**config.mk**
```make
export PLATFORM = sky130hd
export DESIGN_NAME = stl_ctrl
export DESIGN_NICKNAME = d
export VERILOG_FILES = /design/src/hdl/stl_pkg.sv /design/src/hdl/stl_ctrl.sv
export SDC_FILE = /design/constraint.sdc
export NUM_CORES = 1
export LEC_CHECK = 0
export BUFFER_PORTS_ARGS = -buffer_cell sky130_fd_sc_hd__buf_2
export CAP_MARGIN = 0
export CORE_AREA = 2 2 39 41
export CTS_CLUSTER_SIZE = 25
export DETAILED_ROUTE_END_ITERATION = 8
export DIE_AREA = 0 0 41 43
export GPL_ROUTABILITY_DRIVEN = 0
export SLEW_MARGIN = 20
export SYNTH_ARGS = -nofsm -noshare
export SYNTH_HDL_FRONTEND = slang
export SYNTH_SLANG_ARGS = --single-unit
```
**constraint.sdc**
```tcl
create_clock -name clk -period 2.5 [get_ports clk]
set_input_delay 0.5 -clock clk [delete_from_list [all_inputs] [get_ports clk]]
set_output_delay 0.5 -clock clk [all_outputs]
set_load 0.02 [all_outputs]
```
**src/hdl/stl_pkg.sv**
```systemverilog
// Package for the solar-to-lunar date converter: ROM contents, field types,
// controller/datapath command and status structs. No dependencies.
package stl_pkg;

	localparam int TableYears = 199;
	localparam logic [11:0] FirstYear = 12'd1901;
	localparam logic [11:0] LastYear = 12'(1900 + TableYears);

	typedef logic [23:0] rom_word_t;

	typedef struct packed {
		logic load;     // latch input item, look up year word
		logic fetch;    // read previous year word for backward walk
		logic step;     // advance walk by one month
		logic finish;   // publish result
	} stl_cmd_t;

	typedef struct packed {
		logic reject;   // input out of range
		logic backward; // date before Spring Festival
		logic walk_done;
	} stl_sts_t;

	function automatic rom_word_t lunar_rom(input logic [7:0] idx);
		case (idx)
			8'd0: lunar_rom = 24'h04AE53; 8'd1: lunar_rom = 24'h0A5748; 8'd2: lunar_rom = 24'h5526BD;
			8'd3: lunar_rom = 24'h0D2650; 8'd4: lunar_rom = 24'h0D9544; 8'd5: lunar_rom = 24'h46AAB9;
			8'd6: lunar_rom = 24'h056A4D; 8'd7: lunar_rom = 24'h09AD42; 8'd8: lunar_rom = 24'h24AEB6;
			8'd9: lunar_rom = 24'h04AE4A; 8'd10: lunar_rom = 24'h6A4DBE; 8'd11: lunar_rom = 24'h0A4D52;
			8'd12: lunar_rom = 24'h0D2546; 8'd13: lunar_rom = 24'h5D52BA; 8'd14: lunar_rom = 24'h0B544E;
			8'd15: lunar_rom = 24'h0D6A43; 8'd16: lunar_rom = 24'h296D37; 8'd17: lunar_rom = 24'h095B4B;
			8'd18: lunar_rom = 24'h749BC1; 8'd19: lunar_rom = 24'h049754; 8'd20: lunar_rom = 24'h0A4B48;
			8'd21: lunar_rom = 24'h5B25BC; 8'd22: lunar_rom = 24'h06A550; 8'd23: lunar_rom = 24'h06D445;
			8'd24: lunar_rom = 24'h4ADAB8; 8'd25: lunar_rom = 24'h02B64D; 8'd26: lunar_rom = 24'h095742;
			8'd27: lunar_rom = 24'h2497B7; 8'd28: lunar_rom = 24'h04974A; 8'd29: lunar_rom = 24'h664B3E;
			8'd30: lunar_rom = 24'h0D4A51; 8'd31: lunar_rom = 24'h0EA546; 8'd32: lunar_rom = 24'h56D4BA;
			8'd33: lunar_rom = 24'h05AD4E; 8'd34: lunar_rom = 24'h02B644; 8'd35: lunar_rom = 24'h393738;
			8'd36: lunar_rom = 24'h092E4B; 8'd37: lunar_rom = 24'h7C96BF; 8'd38: lunar_rom = 24'h0C9553;
			8'd39: lunar_rom = 24'h0D4A48; 8'd40: lunar_rom = 24'h6DA53B; 8'd41: lunar_rom = 24'h0B554F;
			8'd42: lunar_rom = 24'h056A45; 8'd43: lunar_rom = 24'h4AADB9; 8'd44: lunar_rom = 24'h025D4D;
			8'd45: lunar_rom = 24'h092D42; 8'd46: lunar_rom = 24'h2C95B6; 8'd47: lunar_rom = 24'h0A954A;
			8'd48: lunar_rom = 24'h7B4ABD; 8'd49: lunar_rom = 24'h06CA51; 8'd50: lunar_rom = 24'h0B5546;
			8'd51: lunar_rom = 24'h555ABB; 8'd52: lunar_rom = 24'h04DA4E; 8'd53: lunar_rom = 24'h0A5B43;
			8'd54: lunar_rom = 24'h352BB8; 8'd55: lunar_rom = 24'h052B4C; 8'd56: lunar_rom = 24'h8A953F;
			8'd57: lunar_rom = 24'h0E9552; 8'd58: lunar_rom = 24'h06AA48; 8'd59: lunar_rom = 24'h6AD53C;
			8'd60: lunar_rom = 24'h0AB54F; 8'd61: lunar_rom = 24'h04B645; 8'd62: lunar_rom = 24'h4A5739;
			8'd63: lunar_rom = 24'h0A574D; 8'd64: lunar_rom = 24'h052642; 8'd65: lunar_rom = 24'h3E9335;
			8'd66: lunar_rom = 24'h0D9549; 8'd67: lunar_rom = 24'h75AABE; 8'd68: lunar_rom = 24'h056A51;
			8'd69: lunar_rom = 24'h096D46; 8'd70: lunar_rom = 24'h54AEBB; 8'd71: lunar_rom = 24'h04AD4F;
			8'd72: lunar_rom = 24'h0A4D43; 8'd73: lunar_rom = 24'h4D26B7; 8'd74: lunar_rom = 24'h0D254B;
			8'd75: lunar_rom = 24'h8D52BF; 8'd76: lunar_rom = 24'h0B5452; 8'd77: lunar_rom = 24'h0B6A47;
			8'd78: lunar_rom = 24'h696D3C; 8'd79: lunar_rom = 24'h095B50; 8'd80: lunar_rom = 24'h049B45;
			8'd81: lunar_rom = 24'h4A4BB9; 8'd82: lunar_rom = 24'h0A4B4D; 8'd83: lunar_rom = 24'hAB25C2;
			8'd84: lunar_rom = 24'h06A554; 8'd85: lunar_rom = 24'h06D449; 8'd86: lunar_rom = 24'h6ADA3D;
			8'd87: lunar_rom = 24'h0AB651; 8'd88: lunar_rom = 24'h093746; 8'd89: lunar_rom = 24'h5497BB;
			8'd90: lunar_rom = 24'h04974F; 8'd91: lunar_rom = 24'h064B44; 8'd92: lunar_rom = 24'h36A537;
			8'd93: lunar_rom = 24'h0EA54A; 8'd94: lunar_rom = 24'h86B2BF; 8'd95: lunar_rom = 24'h05AC53;
			8'd96: lunar_rom = 24'h0AB647; 8'd97: lunar_rom = 24'h5936BC; 8'd98: lunar_rom = 24'h092E50;
			8'd99: lunar_rom = 24'h0C9645; 8'd100: lunar_rom = 24'h4D4AB8; 8'd101: lunar_rom = 24'h0D4A4C;
			8'd102: lunar_rom = 24'h0DA541; 8'd103: lunar_rom = 24'h25AAB6; 8'd104: lunar_rom = 24'h056A49;
			8'd105: lunar_rom = 24'h7AADBD; 8'd106: lunar_rom = 24'h025D52; 8'd107: lunar_rom = 24'h092D47;
			8'd108: lunar_rom = 24'h5C95BA; 8'd109: lunar_rom = 24'h0A954E; 8'd110: lunar_rom = 24'h0B4A43;
			8'd111: lunar_rom = 24'h4B5537; 8'd112: lunar_rom = 24'h0AD54A; 8'd113: lunar_rom = 24'h955ABF;
			8'd114: lunar_rom = 24'h04BA53; 8'd115: lunar_rom = 24'h0A5B48; 8'd116: lunar_rom = 24'h652BBC;
			8'd117: lunar_rom = 24'h052B50; 8'd118: lunar_rom = 24'h0A9345; 8'd119: lunar_rom = 24'h474AB9;
			8'd120: lunar_rom = 24'h06AA4C; 8'd121: lunar_rom = 24'h0AD541; 8'd122: lunar_rom = 24'h24DAB6;
			8'd123: lunar_rom = 24'h04B64A; 8'd124: lunar_rom = 24'h69573D; 8'd125: lunar_rom = 24'h0A4E51;
			8'd126: lunar_rom = 24'h0D2646; 8'd127: lunar_rom = 24'h5E933A; 8'd128: lunar_rom = 24'h0D534D;
			8'd129: lunar_rom = 24'h05AA43; 8'd130: lunar_rom = 24'h36B537; 8'd131: lunar_rom = 24'h096D4B;
			8'd132: lunar_rom = 24'hB4AEBF; 8'd133: lunar_rom = 24'h04AD53; 8'd134: lunar_rom = 24'h0A4D48;
			8'd135: lunar_rom = 24'h6D25BC; 8'd136: lunar_rom = 24'h0D254F; 8'd137: lunar_rom = 24'h0D5244;
			8'd138: lunar_rom = 24'h5DAA38; 8'd139: lunar_rom = 24'h0B5A4C; 8'd140: lunar_rom = 24'h056D41;
			8'd141: lunar_rom = 24'h24ADB6; 8'd142: lunar_rom = 24'h049B4A; 8'd143: lunar_rom = 24'h7A4BBE;
			8'd144: lunar_rom = 24'h0A4B51; 8'd145: lunar_rom = 24'h0AA546; 8'd146: lunar_rom = 24'h5B52BA;
			8'd147: lunar_rom = 24'h06D24E; 8'd148: lunar_rom = 24'h0ADA42; 8'd149: lunar_rom = 24'h355B37;
			8'd150: lunar_rom = 24'h09374B; 8'd151: lunar_rom = 24'h8497C1; 8'd152: lunar_rom = 24'h049753;
			8'd153: lunar_rom = 24'h064B48; 8'd154: lunar_rom = 24'h66A53C; 8'd155: lunar_rom = 24'h0EA54F;
			8'd156: lunar_rom = 24'h06B244; 8'd157: lunar_rom = 24'h4AB638; 8'd158: lunar_rom = 24'h0AAE4C;
			8'd159: lunar_rom = 24'h092E42; 8'd160: lunar_rom = 24'h3C9735; 8'd161: lunar_rom = 24'h0C9649;
			8'd162: lunar_rom = 24'h7D4ABD; 8'd163: lunar_rom = 24'h0D4A51; 8'd164: lunar_rom = 24'h0DA545;
			8'd165: lunar_rom = 24'h55AABA; 8'd166: lunar_rom = 24'h056A4E; 8'd167: lunar_rom = 24'h0A6D43;
			8'd168: lunar_rom = 24'h452EB7; 8'd169: lunar_rom = 24'h052D4B; 8'd170: lunar_rom = 24'h8A95BF;
			8'd171: lunar_rom = 24'h0A9553; 8'd172: lunar_rom = 24'h0B4A47; 8'd173: lunar_rom = 24'h6B553B;
			8'd174: lunar_rom = 24'h0AD54F; 8'd175: lunar_rom = 24'h055A45; 8'd176: lunar_rom = 24'h4A5D38;
			8'd177: lunar_rom = 24'h0A5B4C; 8'd178: lunar_rom = 24'h052B42; 8'd179: lunar_rom = 24'h3A93B6;
			8'd180: lunar_rom = 24'h069349; 8'd181: lunar_rom = 24'h7729BD; 8'd182: lunar_rom = 24'h06AA51;
			8'd183: lunar_rom = 24'h0AD546; 8'd184: lunar_rom = 24'h54DABA; 8'd185: lunar_rom = 24'h04B64E;
			8'd186: lunar_rom = 24'h0A5743; 8'd187: lunar_rom = 24'h452738; 8'd188: lunar_rom = 24'h0D264A;
			8'd189: lunar_rom = 24'h8E933E; 8'd190: lunar_rom = 24'h0D5252; 8'd191: lunar_rom = 24'h0DAA47;
			8'd192: lunar_rom = 24'h66B53B; 8'd193: lunar_rom = 24'h056D4F; 8'd194: lunar_rom = 24'h04AE45;
			8'd195: lunar_rom = 24'h4A4EB9; 8'd196: lunar_rom = 24'h0A4D4C; 8'd197: lunar_rom = 24'h0D1541;
			8'd198: lunar_rom = 24'h2D92B5;
			default: lunar_rom = 24'h000000;
		endcase
	endfunction

	function automatic logic [8:0] days_before(input logic [3:0] mon);
		case (mon)
			4'd1: days_before = 9'd0;    4'd2: days_before = 9'd31;
			4'd3: days_before = 9'd59;   4'd4: days_before = 9'd90;
			4'd5: days_before = 9'd120;  4'd6: days_before = 9'd151;
			4'd7: days_before = 9'd181;  4'd8: days_before = 9'd212;
			4'd9: days_before = 9'd243;  4'd10: days_before = 9'd273;
			4'd11: days_before = 9'd304; 4'd12: days_before = 9'd334;
			default: days_before = 9'd0;
		endcase
	endfunction

endpackage

```
**src/hdl/stl_ctrl.sv**
```systemverilog
// Controller of the date converter: sequences lookup, walk and output
// handshake. Depends on stl_pkg.
module stl_ctrl (
	input  logic              clk,
	input  logic              arst_n,
	input  logic              in_valid,
	output logic              in_ready,
	output logic              out_valid,
	input  logic              out_ready,
	output stl_pkg::stl_cmd_t cmd,
	input  stl_pkg::stl_sts_t sts
);
	import stl_pkg::*;

	localparam logic [2:0] SIdle = 3'd0, SLook = 3'd1, SClass = 3'd2, SDecide = 3'd3,
		SFetch = 3'd4, SWalk = 3'd5, SOut = 3'd6;

	logic [2:0] state_q;
	logic       ovalid_q;

	assign in_ready  = (state_q == SIdle) && (!ovalid_q || out_ready);
	assign out_valid = ovalid_q;

	always_comb begin
		cmd        = '0;
		cmd.load   = in_valid && in_ready;
		cmd.fetch  = (state_q == SFetch);
		cmd.step   = (state_q == SWalk) && !sts.walk_done;
		cmd.finish = (state_q == SOut) || (state_q == SDecide && sts.reject);
	end

	always_ff @(posedge clk or negedge arst_n) begin
		if (!arst_n) begin
			state_q  <= SIdle;
			ovalid_q <= 1'b0;
		end else begin
			if (ovalid_q && out_ready) ovalid_q <= 1'b0;
			case (state_q)
				SIdle:   if (cmd.load) state_q <= SLook;
				SLook:   state_q <= SClass;
				SClass:  state_q <= SDecide;
				SDecide: begin
					if (sts.reject) begin
						ovalid_q <= 1'b1;
						state_q  <= SIdle;
					end else if (sts.backward) state_q <= SFetch;
					else state_q <= SWalk;
				end
				SFetch:  state_q <= SWalk;
				SWalk:   if (sts.walk_done) state_q <= SOut;
				SOut: begin
					ovalid_q <= 1'b1;
					state_q  <= SIdle;
				end
				default: state_q <= SIdle;
			endcase
		end
	end

	a_no_accept_busy: assert property (@(posedge clk) disable iff (!arst_n)
		cmd.load |-> state_q == SIdle) else $error("accept while busy");
	a_step_in_walk: assert property (@(posedge clk) disable iff (!arst_n)
		cmd.step |-> state_q == SWalk) else $error("step outside walk");
	a_finish_sets_valid: assert property (@(posedge clk) disable iff (!arst_n)
		cmd.finish |=> ovalid_q) else $error("result lost");
endmodule

```
* Word-level counts from Yosys, hierarchy flattened
Index checks and enable logic that the tools add are counted.
Cells by class: add/subtract/negate cells 0, reduce and logical (&&, ||, !) cells 11, divide/modulo/power cells 0, $mul 0, shift-type cells 0, equal/unequal tests 8, mux-type cells 8, bitwise logic cells 0, magnitude comparators 0
Operator list (number):
- 3-bit one-hot mux with 6 select lines | 1
- 3-bit equality test (second input constant) | 3
- 3-bit 2-to-1 mux | 3
- 3-bit by 2-bit equality test with 1-bit output (second input constant) | 2
- 1-bit logical AND | 5
- 2-bit != test (second input constant) | 2
- 3-bit by 1-bit equality test with 1-bit output (second input constant) | 1
- 3-bit logical NOT | 1
- 1-bit 2-to-1 mux | 3
- 1-bit logical NOT | 2
- 1-bit logical OR | 2
- 1-bit one-hot mux with 2 select lines | 1
- 2-bit AND reduction | 1
Word-level totals: memories 0, bits in read-only memories 0, bits in registers 4, bits of input ports 7, RAM bits 0, latch bits 0, output and inout port bits 6

* Logic depth before layout (Yosys ltp)
depth in word-level cells 6, gate-level depth with buffers 4, mapped depth without buffers 3

* Worst setup path after synthesis
Ideal clock, no wire load.
path type register to output, from register state_q[2], to output port cmd[3] (netlist bit), data required time 2.000 ns, cell stages (with the launch flop) 4, arrival 1.124 ns, slack 0.876 ns, path through dfrtp_1 > nor3_2 > nor2b_4 > and2_1
RTL lines:
- start, declared | line stl_ctrl.sv:18 | logic [2:0] state_q;
- start signal, assigned | line stl_ctrl.sv:34 | state_q <= SIdle;
- start signal, assigned | line stl_ctrl.sv:39 | SIdle: if (cmd.load) state_q <= SLook;
- start signal, assigned | line stl_ctrl.sv:40 | SLook: state_q <= SClass;
- end, declared | line stl_ctrl.sv:10 | output stl_pkg::stl_cmd_t cmd,

==> impl_metrics.yaml <==
timing:
  worstMarginPinSlew_ps: 329
  timing.fmax_mhz: 538
  setup_violations: 0
  finalHoldViolCount: 0
  drv_slew: 0
  maxSlewHeadroom_pct: 78.0
  fin_crit_ps: 1860
  skew_ps: 0.193
  finalSetupTns_ps: 0
  grt_setup_unrepaired: "false"
  fin_crit_sh_pct: 74.3
routing:
  viasPerCell: 3.98
  postRouteAntennaNets: 0
  drt_iter0_markers: 0
  routedWlPerCell_um: 8.72
  finalWirelength_um: 497
  vias: 227
  dr.pass1.iters: 1
  drc_errors: 0
global_routing:
  grt.met3_usage_pct: 7.85
  grt-ovfl-total: 0
  antenna_found_initial: 0
  grt_use_total_pct: 7.76
  grt_pass1_vias: 229
  use_met2_pct: 10.3
  grt_max_degree: 10
  grt_pass1_wl_um: 855
  grt_busiest_layer: "met2"
  grtUsageMet1_pct: 8.47
cts:
  cts_inserted_buffers: 3
  root_buffer: "clkbuf_4"
  ctsLongestPathBuffers: 2
  cts_tree: "built"
  clkLatencyLatePin_ps: 230
  path_clk_slew_ps: 40
  cts_sinks: 4
  postCtsResizedCells: 0
  post-cts-setup-buffers: 0
  htreeDepth: 1
  hold_buffers: 0
outcome:
  status: "finished clean"
floorplanning:
  coreArea_um2: 1380
  die_area_um2: 1760
  die_h_um: 43
  fp.dieW_um: 41
  ios: 13
  rows: 14
  start_util_pct: 19.7
logic_synthesis:
  netlist.area_leader.share_pct: 36.7
  synth.yosys.seq_area_share_pct: 36.7
  synthesis.area_um2: 273
  synth_nets: 35
  ys_async_sr_fraction_pct: 100
  ys.flop_type: "dfrtp_1"
  syn_inst: 28
  synth_top_family_by_area: "simple AND/OR/NAND/NOR gates"
  ys_ff_latch: 4
  yosys.area_share.simple_pct: 35.3
  synth_cell_types: 20
  synthAdderAreaFrac_pct: 0
  avgSynthCellArea_um2: 9.74
  synth-edff-count: 0
  yosys-top-cells-count: "dfrtp_1, nand2_1, and2_1, nand2b_1, o21ai_0"
  muxShareOfSynthArea_pct: 3.67
  yosysMostFrequentCell: "dfrtp_1"
  synth_area_leaders: "dfrtp_1, nand2b_4, nor2b_4"
  synth_warnings: 0
  synth_compound_area_share_pct: 13.8
  netlist.top_cell.by_area: "dfrtp_1"
  synthXorXnorAreaFrac_pct: 3.21
finish:
  drive_above_1_share_pct: 46.3
  final_nets: 50
  diodes: 0
  area_growth_pct: 31.7
  post-route-util_pct: 25.9
placed_design:
  io_buffers: 12
  place_hpwl_um: 387
worst_setup_path:
  r2r_slack_ps: 1370
  worstSetupPathType: "reg2out"
  required_ps: 2000
  worstSetupEndpointType: "output port"
  cp.arrival_ps: 1360
  startpoint_type: "flop"
  path_max_fanout: 6
  timing.rr.end: "state_q[0]"
  r2r-start: "state_q[2]"
  rr_worst_depth: 3
job:
  max_cap_viol_count: 0
power_and_ir_drop:
  vdd_drop_max_uv: 498
  p_per_area_nw_per_um2: 1190
  leakage_nw: 0.183
min_path:
  hold_class: "in2async"
final cells by class:
class / instances / area, um^2
clock buffer: 3 / 22.5
timing repair buffer: 12 / 60.1
multi-input combinational: 21 / 153
sequential: 4 / 100
tap: 16 / 20.0
inverter: 1 / 3.75
fill: 152 / 1020
registers in the layout, indices dropped and copies added (netlist names):
signal	cells
out_valid	1
state_q	3
cell usage in the layout (no fill, tap or decap), types with 2 or more instances in the layout:
cell,instances
nand2_1,3
o21ai_0,2
clkbuf_4,3
and2_1,2
nand2b_1,2
buf_2,12
dfrtp_1,4
critical path: stages (launching register included):
cell	delay, ps
dfrtp_1	460
nor3_2	240
nor2b_4	160
and2_1	110
buf_2	150
logic make-up after synthesis:
| logic type | count (synthesis) |
|---|---|
| compound gates | 6 |
| xor+xnor | 1 |
| buf+inv | 3 |
| flops | 4 |
| mux | 1 |
| simple gates | 13 |
report_power, final:
| group | switching, mW | internal [mW] |
|---|---|---|
| Sequential | 0.0539 | 0.0942 |
| Combinational | 0.0936 | 0.106 |
| Clock | 0.0253 | 0.0536 |
| Total | 0.173 | 0.254 |
metrics by stage:
step                setup slack, ps  area, um^2  instances  hold WS, ps  total power, mW
floorplan                       876         273         28          204            0.322
global placement                798         337         54          307            0.351
detailed placement              752         337         54          307            0.350
CTS                             620         359         57         53.7            0.435
global route                    527         359         57         57.5            0.467
finish                          642         359         57         63.9            0.427
metal layers:
metal / routed length (um) / vias to the layer above / part of all wire [%]
li1: - / 119 / -
met1: 240 / 97 / 48
met2: 200 / 11 / 40
met3: 56 / 0 / 11
met4: 0 / 0 / 0
met5: 0 / - / 0
how the worst max path moves through the flow:
stage	start	to	slack (ps)	depth (start not counted)
finish	state_q[2]	cmd[3]	640	4
global route	state_q[2]	cmd[3]	530	4
CTS	state_q[2]	cmd[3]	620	4
detailed placement	out_ready	cmd[3]	750	5
global placement	out_ready	cmd[3]	800	5
floorplan	state_q[2]	cmd[3]	880	3
Note: power is estimated with default switching activity, not from simulation.
